==> config.mk <==
export PLATFORM = sky130hd
export DESIGN_NAME = sprite_6bit_run_decoder
export DESIGN_NICKNAME = d
export VERILOG_FILES = /design/src/hdl/s6rd_pkg.sv /design/src/hdl/s6rd_fifo.sv /design/src/hdl/s6rd_cfg.sv /design/src/hdl/s6rd_back.sv /design/src/hdl/s6rd_resq.sv /design/src/hdl/sprite_6bit_run_decoder.sv
export VERILOG_INCLUDE_DIRS = /design/src /design/src/hdl
export SDC_FILE = /design/constraint.sdc
export NUM_CORES = 1
export LEC_CHECK = 0
export CAP_MARGIN = 20
export CORE_MARGIN = 2
export CORE_UTILIZATION = 55
export CTS_BUF_LIST = sky130_fd_sc_hd__clkbuf_4 sky130_fd_sc_hd__clkbuf_8
export DETAILED_ROUTE_END_ITERATION = 7
export DONT_BUFFER_PORTS = 1
export GPL_TIMING_DRIVEN = 0
export PLACE_DENSITY = 0.7
export SETUP_SLACK_MARGIN = 0.1
export SYNTH_ARGS = -nofsm -noshare
export SYNTH_HDL_FRONTEND = slang
export SYNTH_SLANG_ARGS = --single-unit
==> constraint.sdc <==
create_clock -name i_clk -period 7.6 [get_ports i_clk]
set_input_delay 1.9 -clock i_clk [delete_from_list [all_inputs] [get_ports i_clk]]
set_output_delay 1.9 -clock i_clk [all_outputs]
set_load 0.02 [all_outputs]
==> src/hdl/sprite_6bit_run_decoder_macros.svh <==
// Assertion macros shared by the run decoder modules.
// Each macro expects i_clk and i_rst_n in the scope where it is used.
`ifndef SPRITE_6BIT_RUN_DECODER_MACROS_SVH
`define SPRITE_6BIT_RUN_DECODER_MACROS_SVH

// Same-cycle implication, disabled while in reset
`define S6RD_ASSERT_IMPL(lbl, ante, cons) \
    lbl: assert property (@(posedge i_clk) disable iff (!i_rst_n) (ante) |-> (cons)) \
        else $error("s6rd assertion failed");

// Next-cycle implication, disabled while in reset
`define S6RD_ASSERT_NEXT(lbl, ante, cons) \
    lbl: assert property (@(posedge i_clk) disable iff (!i_rst_n) (ante) |=> (cons)) \
        else $error("s6rd assertion failed");

`endif

==> src/hdl/s6rd_pkg.sv <==
// Shared types and constants for the 6-bit sprite run decoder.
// No dependencies; the cfg, decode engine, result queue and top files import this package.
package s6rd_pkg;

    localparam int SYM_BITS    = 6;
    localparam int WORD_BITS   = 16;
    localparam int RES_BITS    = 21;
    localparam int CNT_BITS    = 5;
    localparam int LIT_BITS    = 6;
    localparam int COL_BITS    = 13;
    localparam int ROW_BITS    = 12;
    localparam int WIDTH_BITS  = 12;
    localparam int STRIDE_BITS = 13;
    localparam int PROD_BITS   = 25;
    localparam int PADDR_BITS  = 4;
    localparam int PDATA_BITS  = 32;
    localparam int WORDQ_DEPTH = 2;
    localparam int RESQ_DEPTH  = 4;

    // Register indexes (byte address / 4)
    localparam logic [1:0] REG_WIDTH  = 2'd0;
    localparam logic [1:0] REG_HEIGHT = 2'd1;
    localparam logic [1:0] REG_STRIDE = 2'd2;

    localparam logic [WIDTH_BITS-1:0]  WIDTH_RST  = 12'd1;
    localparam logic [ROW_BITS-1:0]    HEIGHT_RST = 12'd1;
    localparam logic [STRIDE_BITS-1:0] STRIDE_RST = 13'd4;

    // Symbol decode phase
    typedef enum logic [1:0] {
        PH_SKIP  = 2'd0,
        PH_COUNT = 2'd1,
        PH_LIT   = 2'd2
    } t_phase;

    // Effective configuration seen by the decode engine
    typedef struct packed {
        logic [WIDTH_BITS-1:0] width;
        logic [ROW_BITS-1:0]   height;
        logic                  restart;
    } t_cfg;

    // Result fields other than the address
    typedef struct packed {
        logic [SYM_BITS-1:0] value;
        logic                valid;
        logic                done;
        logic                ovf;
    } t_flags;

    // Engine to result queue control
    typedef struct packed {
        logic res_valid;
        logic word_end;
    } t_res_ctl;

endpackage

==> src/hdl/s6rd_fifo.sv <==
// Small synchronous FIFO built from flip-flops, combinational read port.
// Depends on nothing; used for the word queue and the result queue.
module s6rd_fifo #(
    parameter int WIDTH = 8,
    parameter int DEPTH = 2
) (
    input  logic                         i_clk,
    input  logic                         i_rst_n,
    input  logic                         i_push,
    input  logic [WIDTH-1:0]             i_data,
    input  logic                         i_pop,
    output logic [WIDTH-1:0]             o_data,
    output logic                         o_empty,
    output logic                         o_full,
    output logic [$clog2(DEPTH+1)-1:0]   o_count
);

    localparam int PW = (DEPTH > 1) ? $clog2(DEPTH) : 1;
    localparam int CW = $clog2(DEPTH + 1);

    logic [WIDTH-1:0] r_mem [DEPTH];
    logic [PW-1:0]    r_wr_ptr, n_wr_ptr;
    logic [PW-1:0]    r_rd_ptr, n_rd_ptr;
    logic [CW-1:0]    r_count, n_count;
    logic             do_push, do_pop;

    assign o_empty = (r_count == '0);
    assign o_full  = (r_count == CW'(DEPTH));
    assign o_count = r_count;
    assign o_data  = r_mem[r_rd_ptr];
    assign do_push = i_push && !o_full;
    assign do_pop  = i_pop && !o_empty;

    // Advance pointers with wrap at the depth
    always_comb begin
        n_wr_ptr = r_wr_ptr;
        n_rd_ptr = r_rd_ptr;
        n_count  = r_count;
        if (do_push) begin
            n_wr_ptr = (r_wr_ptr == PW'(DEPTH - 1)) ? '0 : r_wr_ptr + 1'b1;
        end
        if (do_pop) begin
            n_rd_ptr = (r_rd_ptr == PW'(DEPTH - 1)) ? '0 : r_rd_ptr + 1'b1;
        end
        if (do_push && !do_pop) begin
            n_count = r_count + 1'b1;
        end else if (do_pop && !do_push) begin
            n_count = r_count - 1'b1;
        end
    end

    always_ff @(posedge i_clk) begin
        if (!i_rst_n) begin
            r_wr_ptr <= '0;
            r_rd_ptr <= '0;
            r_count  <= '0;
        end else begin
            r_wr_ptr <= n_wr_ptr;
            r_rd_ptr <= n_rd_ptr;
            r_count  <= n_count;
        end
    end

    // Store entry data
    always_ff @(posedge i_clk) begin
        if (do_push) begin
            r_mem[r_wr_ptr] <= i_data;
        end
    end

endmodule

==> src/hdl/s6rd_cfg.sv <==
// Configuration registers behind the APB-style port, and the buffer bound.
// Depends on s6rd_pkg.
module s6rd_cfg
    import s6rd_pkg::*;
#(
    parameter int ADDR_BITS = 20
) (
    input  logic                   i_clk,
    input  logic                   i_rst_n,
    input  logic                   psel,
    input  logic                   penable,
    input  logic                   pwrite,
    input  logic [PADDR_BITS-1:0]  paddr,
    input  logic [PDATA_BITS-1:0]  pwdata,
    output logic [PDATA_BITS-1:0]  prdata,
    output logic                   pready,
    output t_cfg                   o_cfg,
    output logic [ADDR_BITS-1:0]   o_bound
);

    localparam int CW = (ADDR_BITS > PROD_BITS) ? ADDR_BITS : PROD_BITS;
    localparam logic [CW-1:0] ADDR_MAX = CW'({ADDR_BITS{1'b1}});

    logic [WIDTH_BITS-1:0]  r_width;
    logic [ROW_BITS-1:0]    r_height;
    logic [STRIDE_BITS-1:0] r_stride;
    logic [ADDR_BITS-1:0]   r_bound;
    logic [1:0]             reg_idx;
    logic                   wr;
    logic [ROW_BITS-1:0]    height_eff;
    logic [PROD_BITS-1:0]   prod;
    logic [CW-1:0]          prod_x;
    logic [CW-1:0]          bound_x;

    assign pready  = 1'b1;
    assign reg_idx = paddr[3:2];
    assign wr      = psel && penable && pwrite;

    // Register writes
    always_ff @(posedge i_clk) begin
        if (!i_rst_n) begin
            r_width  <= WIDTH_RST;
            r_height <= HEIGHT_RST;
            r_stride <= STRIDE_RST;
        end else if (wr) begin
            unique case (reg_idx)
                REG_WIDTH:  r_width  <= pwdata[WIDTH_BITS-1:0];
                REG_HEIGHT: r_height <= pwdata[ROW_BITS-1:0];
                REG_STRIDE: r_stride <= pwdata[STRIDE_BITS-1:0];
                default: ;
            endcase
        end
    end

    // Read back
    always_comb begin
        unique case (reg_idx)
            REG_WIDTH:  prdata = PDATA_BITS'(r_width);
            REG_HEIGHT: prdata = PDATA_BITS'(r_height);
            REG_STRIDE: prdata = PDATA_BITS'(r_stride);
            default:    prdata = '0;
        endcase
    end

    // Zero width or height acts as one
    assign height_eff      = (r_height == '0) ? ROW_BITS'(1) : r_height;
    assign o_cfg.height    = height_eff;
    assign o_cfg.width     = (r_width == '0) ? WIDTH_BITS'(1) : r_width;
    assign o_cfg.restart   = wr && (reg_idx == REG_WIDTH || reg_idx == REG_HEIGHT ||
                                    reg_idx == REG_STRIDE);

    // Bound is stride times height, clamped to the all-ones address
    assign prod    = PROD_BITS'(r_stride) * PROD_BITS'(height_eff);
    assign prod_x  = CW'(prod);
    assign bound_x = (prod_x > ADDR_MAX) ? ADDR_MAX : prod_x;

    always_ff @(posedge i_clk) begin
        r_bound <= bound_x[ADDR_BITS-1:0];
    end

    assign o_bound = r_bound;

endmodule

==> src/hdl/s6rd_back.sv <==
// Decode engine: bit reservoir, symbol phase machine, address and row tracking.
// Depends on s6rd_pkg and the assertion macro header.
`include "sprite_6bit_run_decoder_macros.svh"
module s6rd_back
    import s6rd_pkg::*;
#(
    parameter int ADDR_BITS = 20
) (
    input  logic                   i_clk,
    input  logic                   i_rst_n,
    input  t_cfg                   i_cfg,
    input  logic [ADDR_BITS-1:0]   i_bound,
    input  logic [WORD_BITS-1:0]   i_word,
    input  logic                   i_word_avail,
    output logic                   o_pop,
    input  logic                   i_ready,
    output t_res_ctl               o_ctl,
    output logic [ADDR_BITS-1:0]   o_addr,
    output t_flags                 o_flags
);

    localparam int INC_BITS = 7;

    t_phase               r_phase, n_phase;
    logic [RES_BITS-1:0]  r_res, n_res;
    logic [CNT_BITS-1:0]  r_cnt, n_cnt;
    logic [LIT_BITS-1:0]  r_lit, n_lit;
    logic [COL_BITS-1:0]  r_col, n_col;
    logic [ROW_BITS-1:0]  r_rows, n_rows;
    logic [ADDR_BITS-1:0] r_dest, n_dest;

    logic [SYM_BITS-1:0]  sym;
    logic                 step;
    logic                 col_ge;
    logic                 last_row;
    logic [LIT_BITS-1:0]  lit_dec;
    logic                 grp_end;
    logic                 row_end;
    logic                 done;
    logic [1:0]           pad;
    logic [INC_BITS-1:0]  inc;
    logic [ADDR_BITS:0]   dest_sum;
    logic [ADDR_BITS-1:0] dest_sat;
    logic [RES_BITS-1:0]  base_res;
    logic [CNT_BITS-1:0]  base_cnt;

    // Shared decode conditions
    assign sym      = r_res[SYM_BITS-1:0];
    assign step     = (r_cnt >= CNT_BITS'(SYM_BITS)) && i_ready && !i_cfg.restart;
    assign col_ge   = (r_col >= COL_BITS'(i_cfg.width));
    assign last_row = ((r_rows + 1'b1) == i_cfg.height);
    assign lit_dec  = r_lit - 1'b1;
    assign pad      = 2'd0 - r_col[1:0];

    always_comb begin
        unique case (r_phase)
            PH_COUNT: grp_end = (sym == '0);
            PH_LIT:   grp_end = (lit_dec == '0);
            default:  grp_end = 1'b0;
        endcase
    end

    assign row_end = grp_end && col_ge;
    assign done    = row_end && last_row;

    // Next phase
    always_comb begin
        n_phase = r_phase;
        if (i_cfg.restart) begin
            n_phase = PH_SKIP;
        end else if (step) begin
            if (done) begin
                n_phase = PH_SKIP;
            end else begin
                unique case (r_phase)
                    PH_COUNT: n_phase = (sym != '0) ? PH_LIT : PH_SKIP;
                    PH_LIT:   n_phase = (lit_dec == '0) ? PH_SKIP : PH_LIT;
                    default:  n_phase = PH_COUNT;
                endcase
            end
        end
    end

    // Saturating destination advance
    always_comb begin
        unique case (r_phase)
            PH_COUNT: inc = row_end ? INC_BITS'(pad) : '0;
            PH_LIT:   inc = INC_BITS'(1) + (row_end ? INC_BITS'(pad) : '0);
            default:  inc = INC_BITS'(sym);
        endcase
    end

    assign dest_sum = {1'b0, r_dest} + (ADDR_BITS + 1)'(inc);
    assign dest_sat = dest_sum[ADDR_BITS] ? '1 : dest_sum[ADDR_BITS-1:0];

    // Result outputs
    always_comb begin
        o_ctl.res_valid = 1'b0;
        o_ctl.word_end  = step && (done || (base_cnt < CNT_BITS'(SYM_BITS)));
        o_addr          = '0;
        o_flags         = '0;
        if (step) begin
            unique case (r_phase)
                PH_COUNT: begin
                    o_ctl.res_valid = done;
                    o_flags.done    = done;
                end
                PH_LIT: begin
                    o_ctl.res_valid = 1'b1;
                    o_addr          = r_dest;
                    o_flags.value   = sym;
                    o_flags.valid   = (r_dest < i_bound);
                    o_flags.ovf     = !(r_dest < i_bound);
                    o_flags.done    = done;
                end
                default: ;
            endcase
        end
    end

    // Reservoir: drop the consumed symbol, then refill from the word queue
    always_comb begin
        if (step) begin
            base_res = done ? '0 : (r_res >> SYM_BITS);
            base_cnt = done ? '0 : (r_cnt - CNT_BITS'(SYM_BITS));
        end else begin
            base_res = r_res;
            base_cnt = r_cnt;
        end
        o_pop = (base_cnt < CNT_BITS'(SYM_BITS)) && i_word_avail && !i_cfg.restart;
        n_res = o_pop ? (base_res | (RES_BITS'(i_word) << base_cnt)) : base_res;
        n_cnt = o_pop ? (base_cnt + CNT_BITS'(WORD_BITS)) : base_cnt;
    end

    // Column, row, literal and address tracking
    always_comb begin
        n_lit  = r_lit;
        n_col  = r_col;
        n_rows = r_rows;
        n_dest = r_dest;
        if (step) begin
            n_dest = dest_sat;
            unique case (r_phase)
                PH_COUNT: begin
                    n_lit = sym;
                    n_col = r_col + COL_BITS'(sym);
                end
                PH_LIT: begin
                    n_lit = lit_dec;
                end
                default: begin
                    n_col = r_col + COL_BITS'(sym);
                end
            endcase
            if (row_end) begin
                n_col  = '0;
                n_rows = r_rows + 1'b1;
            end
            if (done) begin
                n_lit  = '0;
                n_col  = '0;
                n_rows = '0;
                n_dest = '0;
            end
        end
    end

    always_ff @(posedge i_clk) begin
        if (!i_rst_n || i_cfg.restart) begin
            r_phase <= PH_SKIP;
            r_res   <= '0;
            r_cnt   <= '0;
            r_lit   <= '0;
            r_col   <= '0;
            r_rows  <= '0;
            r_dest  <= '0;
        end else begin
            r_phase <= n_phase;
            r_res   <= n_res;
            r_cnt   <= n_cnt;
            r_lit   <= n_lit;
            r_col   <= n_col;
            r_rows  <= n_rows;
            r_dest  <= n_dest;
        end
    end

    `S6RD_ASSERT_IMPL(a_lit_nonzero, r_phase == PH_LIT, r_lit != '0)
    `S6RD_ASSERT_IMPL(a_res_clean, 1'b1, (r_res >> r_cnt) == '0)
    `S6RD_ASSERT_NEXT(a_done_clears, step && done,
                      r_col == '0 && r_dest == '0 && r_phase == PH_SKIP)

endmodule

==> src/hdl/s6rd_resq.sv <==
// Result queue: holds one result back until the next one or the end of its
// word is known, so the last flag is exact. Depends on s6rd_pkg, s6rd_fifo and the macro header.
`include "sprite_6bit_run_decoder_macros.svh"
module s6rd_resq
    import s6rd_pkg::*;
#(
    parameter int ADDR_BITS = 20
) (
    input  logic                   i_clk,
    input  logic                   i_rst_n,
    input  t_res_ctl               i_ctl,
    input  logic [ADDR_BITS-1:0]   i_addr,
    input  t_flags                 i_flags,
    output logic                   o_ready,
    output logic                   o_valid,
    input  logic                   i_stall,
    output logic [ADDR_BITS-1:0]   o_pixel_address,
    output t_flags                 o_flags,
    output logic                   o_last
);

    localparam int FW = $bits(t_flags);
    localparam int DW = ADDR_BITS + FW + 1;
    localparam int QC = $clog2(RESQ_DEPTH + 1);

    logic                 r_pend_valid, n_pend_valid;
    logic                 r_pend_final, n_pend_final;
    logic [ADDR_BITS-1:0] r_pend_addr, n_pend_addr;
    t_flags               r_pend_flags, n_pend_flags;

    logic                 push;
    logic [DW-1:0]        push_data;
    logic [DW-1:0]        q_data;
    logic                 q_empty, q_full, q_pop;
    logic [QC-1:0]        q_count;

    // Room for one more push even without a pop this cycle
    assign o_ready   = (q_count <= QC'(RESQ_DEPTH - 2));
    assign push_data = {r_pend_addr, r_pend_flags, r_pend_final};

    // Hold the newest result; release it once its successor or word end is seen
    always_comb begin
        push         = 1'b0;
        n_pend_valid = r_pend_valid;
        n_pend_final = r_pend_final;
        n_pend_addr  = r_pend_addr;
        n_pend_flags = r_pend_flags;
        if (i_ctl.res_valid) begin
            push         = r_pend_valid;
            n_pend_valid = 1'b1;
            n_pend_final = i_ctl.word_end;
            n_pend_addr  = i_addr;
            n_pend_flags = i_flags;
        end else if (r_pend_valid && r_pend_final && !q_full) begin
            push         = 1'b1;
            n_pend_valid = 1'b0;
            n_pend_final = 1'b0;
        end else if (i_ctl.word_end && r_pend_valid) begin
            n_pend_final = 1'b1;
        end
    end

    always_ff @(posedge i_clk) begin
        if (!i_rst_n) begin
            r_pend_valid <= 1'b0;
            r_pend_final <= 1'b0;
        end else begin
            r_pend_valid <= n_pend_valid;
            r_pend_final <= n_pend_final;
        end
    end

    always_ff @(posedge i_clk) begin
        r_pend_addr  <= n_pend_addr;
        r_pend_flags <= n_pend_flags;
    end

    s6rd_fifo #(
        .WIDTH (DW),
        .DEPTH (RESQ_DEPTH)
    ) u_fifo (
        .i_clk   (i_clk),
        .i_rst_n (i_rst_n),
        .i_push  (push),
        .i_data  (push_data),
        .i_pop   (q_pop),
        .o_data  (q_data),
        .o_empty (q_empty),
        .o_full  (q_full),
        .o_count (q_count)
    );

    // Drive the result channel from the queue head
    assign o_valid         = !q_empty;
    assign q_pop           = o_valid && !i_stall;
    assign o_pixel_address = q_data[DW-1 -: ADDR_BITS];
    assign o_flags         = q_data[FW:1];
    assign o_last          = q_data[0];

    `S6RD_ASSERT_IMPL(a_no_overrun, push, !q_full)
    `S6RD_ASSERT_IMPL(a_issue_ready, i_ctl.res_valid || i_ctl.word_end, o_ready)
    `S6RD_ASSERT_IMPL(a_done_last, o_valid && o_flags.done, o_last)

endmodule

==> src/hdl/sprite_6bit_run_decoder.sv <==
// Six-bit sprite run decoder, top level: word queue, decode engine, result queue.
// Throughput: one 6-bit symbol per cycle in the decode engine while the result queue
// is ready and bits are held; a 16-bit word gives two or three 6-bit symbols.
// A word passes through the word queue, the reservoir, the held-back result and the
// result queue; a result waits until its successor or its word end is known.
// Reset (synchronous, active low) sets width 1, height 1, stride 4 and clears
// all decode state and queues; a register write restarts the image.
module sprite_6bit_run_decoder
    import s6rd_pkg::*;
#(
    parameter int ADDR_BITS = 20
) (
    input  logic                   i_clk,
    input  logic                   i_rst_n,
    // compressed word channel
    input  logic                   i_valid,
    output logic                   o_stall,
    input  logic [WORD_BITS-1:0]   i_data_word,
    // result channel
    output logic                   o_valid,
    input  logic                   i_stall,
    output logic [ADDR_BITS-1:0]   o_pixel_address,
    output logic [SYM_BITS-1:0]    o_pixel_value,
    output logic                   o_pixel_valid,
    output logic                   o_image_done,
    output logic                   o_overflow,
    output logic                   o_last,
    // configuration port
    input  logic                   psel,
    input  logic                   penable,
    input  logic                   pwrite,
    input  logic [PADDR_BITS-1:0]  paddr,
    input  logic [PDATA_BITS-1:0]  pwdata,
    output logic [PDATA_BITS-1:0]  prdata,
    output logic                   pready
);

    localparam int WQC = $clog2(WORDQ_DEPTH + 1);

    t_cfg                 cfg;
    logic [ADDR_BITS-1:0] bound;
    logic [WORD_BITS-1:0] wq_data;
    logic                 wq_empty, wq_full, wq_pop;
    logic [WQC-1:0]       wq_count;
    logic                 res_ready;
    t_res_ctl             res_ctl;
    logic [ADDR_BITS-1:0] res_addr;
    t_flags               res_flags;
    t_flags               out_flags;

    s6rd_cfg #(
        .ADDR_BITS (ADDR_BITS)
    ) u_cfg (
        .i_clk   (i_clk),
        .i_rst_n (i_rst_n),
        .psel    (psel),
        .penable (penable),
        .pwrite  (pwrite),
        .paddr   (paddr),
        .pwdata  (pwdata),
        .prdata  (prdata),
        .pready  (pready),
        .o_cfg   (cfg),
        .o_bound (bound)
    );

    // Front: accept words into a short queue; hold off while in reset
    assign o_stall = wq_full || !i_rst_n;

    s6rd_fifo #(
        .WIDTH (WORD_BITS),
        .DEPTH (WORDQ_DEPTH)
    ) u_wordq (
        .i_clk   (i_clk),
        .i_rst_n (i_rst_n),
        .i_push  (i_valid && !wq_full),
        .i_data  (i_data_word),
        .i_pop   (wq_pop),
        .o_data  (wq_data),
        .o_empty (wq_empty),
        .o_full  (wq_full),
        .o_count (wq_count)
    );

    // Back: symbol decode
    s6rd_back #(
        .ADDR_BITS (ADDR_BITS)
    ) u_back (
        .i_clk        (i_clk),
        .i_rst_n      (i_rst_n),
        .i_cfg        (cfg),
        .i_bound      (bound),
        .i_word       (wq_data),
        .i_word_avail (!wq_empty && (wq_count != '0)),
        .o_pop        (wq_pop),
        .i_ready      (res_ready),
        .o_ctl        (res_ctl),
        .o_addr       (res_addr),
        .o_flags      (res_flags)
    );

    s6rd_resq #(
        .ADDR_BITS (ADDR_BITS)
    ) u_resq (
        .i_clk           (i_clk),
        .i_rst_n         (i_rst_n),
        .i_ctl           (res_ctl),
        .i_addr          (res_addr),
        .i_flags         (res_flags),
        .o_ready         (res_ready),
        .o_valid         (o_valid),
        .i_stall         (i_stall),
        .o_pixel_address (o_pixel_address),
        .o_flags         (out_flags),
        .o_last          (o_last)
    );

    assign o_pixel_value = out_flags.value;
    assign o_pixel_valid = out_flags.valid;
    assign o_image_done  = out_flags.done;
    assign o_overflow    = out_flags.ovf;

endmodule
==> metrics.md <==
| Metric | Value |
|---|---|
| Worst slew pin tran | 0.964 ns |
| TritonCTS clock tree | done |
| CTS Hold Bufs | 0 |
| Cts repair resizes | 0 |
| Core Box Area | 37400 um^2 |
| Reg2reg setup slack | 0.68 ns |
| Leak | 9.10 nW |
| Antenna Nets Post-Route | 0 |
| Worst Skew | 0.0319 ns |
| Power Density | 225 nW/um^2 |
| Highest routed layer | met4 |
| WL met2 | 22300 um |
| Final worst setup slack | 0.677 ns |
| Layout Area Growth over Synthesis | 9.47% |
| Most frequent CP cell | fa_1 |
| Post-route DRC | 0 |
| Met3 wire len | 3840 um |
| Hpwl dp | 36100 um |
| Worst path cell trace | clkbuf_1 -> nor4_1 -> a31o_2 -> clkbuf_1 -> nand2_1 -> fa_1 -> inv_1 -> fa_1 -> fa_1 -> inv_1 -> fa_1 -> inv_1 -> ha_1 -> nand2_1 -> o21ai_0 -> a31o_2 -> nand4_1 -> a21oi_1 -> a211oi_1 -> o21ai_0 -> clkbuf_1 -> nor2_1 -> nand3_1 |
| CTS Buf Count | 53 |
| Most used DFF post-synth | edfxtp_1 |
| Max cap viols | 0 |
| Grt ovf | 0 |
| Peak supply drop | 232 uV |
| Worst Hold Launch | u_back.r_res[19]$_SDFF_PP0_ |
| Starting Density | 55.5% |
| Hold path endpoint | u_back.r_res[19]$_SDFF_PP0_ |
| RSZ-0062 raised after global routing | no |
| Area contributors post-synth | edfxtp_1, dfxtp_1, fa_1, ha_1, mux4_2 |
| Yosys cell types | 83 |
| Core Rows | 71 |
| Post-DR wirelength/cell | 18.3 um |
| FMAX | 0.144 GHz |
| Ys Warns | 0 |
| CTS max path bufs | 3 |
| IO Port Bufs | 0 |
| Most common library cells after synthesis | nand2_1, inv_1, edfxtp_1 |
| Reg2reg start | u_cfg.r_height[9]$_SDFFE_PN0P_ |
| Arr. time, crit path | 7.46 ns |
| Antenna violations before repair | 0 |
| Final Hold Viols | 0 |
| Worst setup path class | reg -> reg |
| First-pass GRT wire length | 77300 um |
| CTS Root Cell | clkbuf_8 |
| TritonRoute pass-1 iters | 5 |
| Die height | 198 um |
| Post-synth top area share | 26.2% |
| Final WL | 48100 um |
| Fin nets | 2363 |
| Hold path depth | 2 |
| Routability-driven placement congestion ratio | 0.913 |
| Vias in the first global route | 14700 |
| Post-synthesis sequential area ratio | 40.9% |
| Synth Instances | 1996 |
| Worst path required time | 8.13 ns |
| N_diodes | 0 |
| Yosys top cell by area | edfxtp_1 |
| Clock-pin slew on the worst setup and hold paths | 0.06 ns |
| Min-Delay Path Class | reg -> reg |
| Avg Vias per Cell | 5.64 |
| Share of cells above drive strength 1 | 9.74% |
| # setup viols final | 0 |
| Slowest cell on crit path | o21ai_0 |
| DP Worst Slack | 0.774 ns |
| Mean Syn Cell Area | 10.4 um^2 |
| Reg-to-Reg End | u_cfg.o_bound[8]$_SDFF_PN1_ |
| Die area | 39300 um^2 |
| Relative max-transition margin | 34.9% |
| Async set or reset register ratio after synthesis | 0% |
| Clock sink total | 333 |
| CTS H-Tree Depth | 2 |
| Max incr delay on CP | 0.65 ns |
| Synthesized flop and latch total | 333 |
| Outcome | finished, final reports clean |
| Most frequent cell after synthesis | nand2_1 |
| M1 wire length | 20600 um |
| Setup TNS | 0 ns |
| Detailed-route via count | 14800 |
| Starting DRT DRC Count | 1034 |
| Largest fanout on the critical path | 10 |
| Mapped Area | 20800 um^2 |
| Final Max Tran Viols | 0 |
| Fillcell total | 3153 |
| Worst setup EP type | flip-flop |
| GRT Util Overall | 25.0% |
| Crit start category | flip-flop |
| Final worst path period share | 91.1% |
| Largest net degree at the start of global routing | 31 |
| Min Tclk post-route | 6.92 ns |
| Die extent in x | 198 um |
| Clock Latency Late Sink | 0.61 ns |
| Setup Buffers After CTS | 0 |
| R2R cell count | 23 |
| Number of flops mapped to enable cells by yosys | 181 |
| # IOs | 124 |
-- kinds of logic (layout without fill, tap and decap cells) --
logic type                 after synthesis  in the layout  synth area share (%)
AOI/OAI and AO/OA                      325            325                  10.3
xor gates and xnor gates                50             50                  2.11
other                                    2             20                0.0362
muxes                                   95             95                  7.33
and+or+nand+nor                        618            618                  14.5
DFF                                    333            333                  40.9
adders and majority gates              233            233                  18.1
buffers and inverters                  340            441                  6.75
-- placed cells by master (no fill, tap or decap), drive strengths merged, types with 5 or more instances in the layout --
cell type / Yosys / final
nand2: 240 / 240
inv: 206 / 207
edfxtp: 181 / 181
clkbuf: 93 / 180
dfxtp: 152 / 152
ha: 120 / 120
fa: 113 / 113
nor2: 89 / 89
a21oi: 85 / 85
and2: 78 / 78
o21ai: 68 / 68
nand3: 49 / 49
mux2i: 47 / 47
mux4: 45 / 45
buf: 40 / 42
and3: 39 / 39
nor2b: 32 / 32
xnor2: 29 / 29
a21boi: 27 / 27
a21o: 24 / 24
nor3: 24 / 24
xor2: 21 / 21
conb: 2 / 20
a22oi: 17 / 17
nand4: 12 / 12
nand2b: 12 / 12
a211oi: 11 / 11
a31oi: 11 / 11
o211ai: 10 / 10
nor4: 10 / 10
clkinv: 1 / 10
or3: 8 / 8
a31o: 8 / 8
o22a: 6 / 6
o22ai: 5 / 5
o31ai: 5 / 5
o21bai: 5 / 5
or2: 5 / 5
-- worst max-delay path: cells and delay by family (launching register included) --
family	cells	cell delay, ns
fa+ha+maj	5	2.32
compound gates	6	1.87
buf+inv	6	1.27
simple gates	6	1.10
flops	1	0.29
-- power by group --
part           total (mW)  leakage (nW)  switching (mW)  internal (mW)
clock network        1.70         0.650           0.717          0.978
registers            2.13          2.70           0.127           2.00
logic                1.29          5.75           0.797          0.496
-- through the flow --
stage	util (%)	hold slack (ns)	power, mW	area, um^2	std cells
after floorplan	-	0.432	3.10	20800	2014
after global placement	57.4	0.451	3.41	21500	2525
after detailed placement	57.4	0.455	3.44	21500	2526
after CTS	60.7	0.464	5.13	22700	2625
after global routing	60.7	0.490	5.36	22700	2626
final	60.7	0.463	5.12	22700	2626
-- flip-flops by register name, indices dropped and copies added, names as in the netlist, 13 cells and up, named ones only --
register             count
u_resq.r_pend_addr      20
u_resq.u_fifo.r_mem    120
u_wordq.r_mem           32
u_back.r_res            21
u_back.r_dest           20
u_cfg.o_bound           20
u_back.r_col            13
u_cfg.r_stride          13
-- area by class of cell --
| cell class | instances | area (um^2) | share of cell area, % |
|---|---|---|---|
| multi-input cells | 1341 | 10900 | 48.2 |
| flip-flops and latches | 333 | 8480 | 37.3 |
| clock buffers | 87 | 1090 | 4.80 |
| inverters | 207 | 777 | 3.42 |
| well taps | 511 | 639 | 2.81 |
| plain buffers | 133 | 623 | 2.74 |
| clock inverters | 12 | 124 | 0.545 |
| repair buffers | 2 | 38.8 | 0.171 |
-- worst max-delay path by stage --
stage,cells after the start,slack (ns),from,end
4_1_cts,20,0.76,u_cfg.r_height[11]$_SDFFE_PN0P_,u_cfg.o_bound[0]$_SDFF_PN1_
6_report,23,0.68,u_cfg.r_height[9]$_SDFFE_PN0P_,u_cfg.o_bound[8]$_SDFF_PN1_
3_3_place_gp,20,0.89,u_cfg.r_height[11]$_SDFFE_PN0P_,u_cfg.o_bound[0]$_SDFF_PN1_
2_1_floorplan,20,1.77,u_cfg.r_height[11]$_SDFFE_PN0P_,u_cfg.o_bound[0]$_SDFF_PN1_
5_1_grt,23,0.18,u_cfg.r_height[1]$_SDFFE_PN0P_,u_cfg.o_bound[17]$_SDFF_PN1_
3_5_place_dp,20,0.77,u_cfg.r_height[11]$_SDFFE_PN0P_,u_cfg.o_bound[0]$_SDFF_PN1_
-- metal layers --
metal / track usage (%) / vias to the layer above
li1: - / 7021
met1: 33.7 / 7233
met2: 40.1 / 469
met3: 6.03 / 93
met4: 7.77 / 0
met5: 0 / -
(Power assumes the default switching activity.)
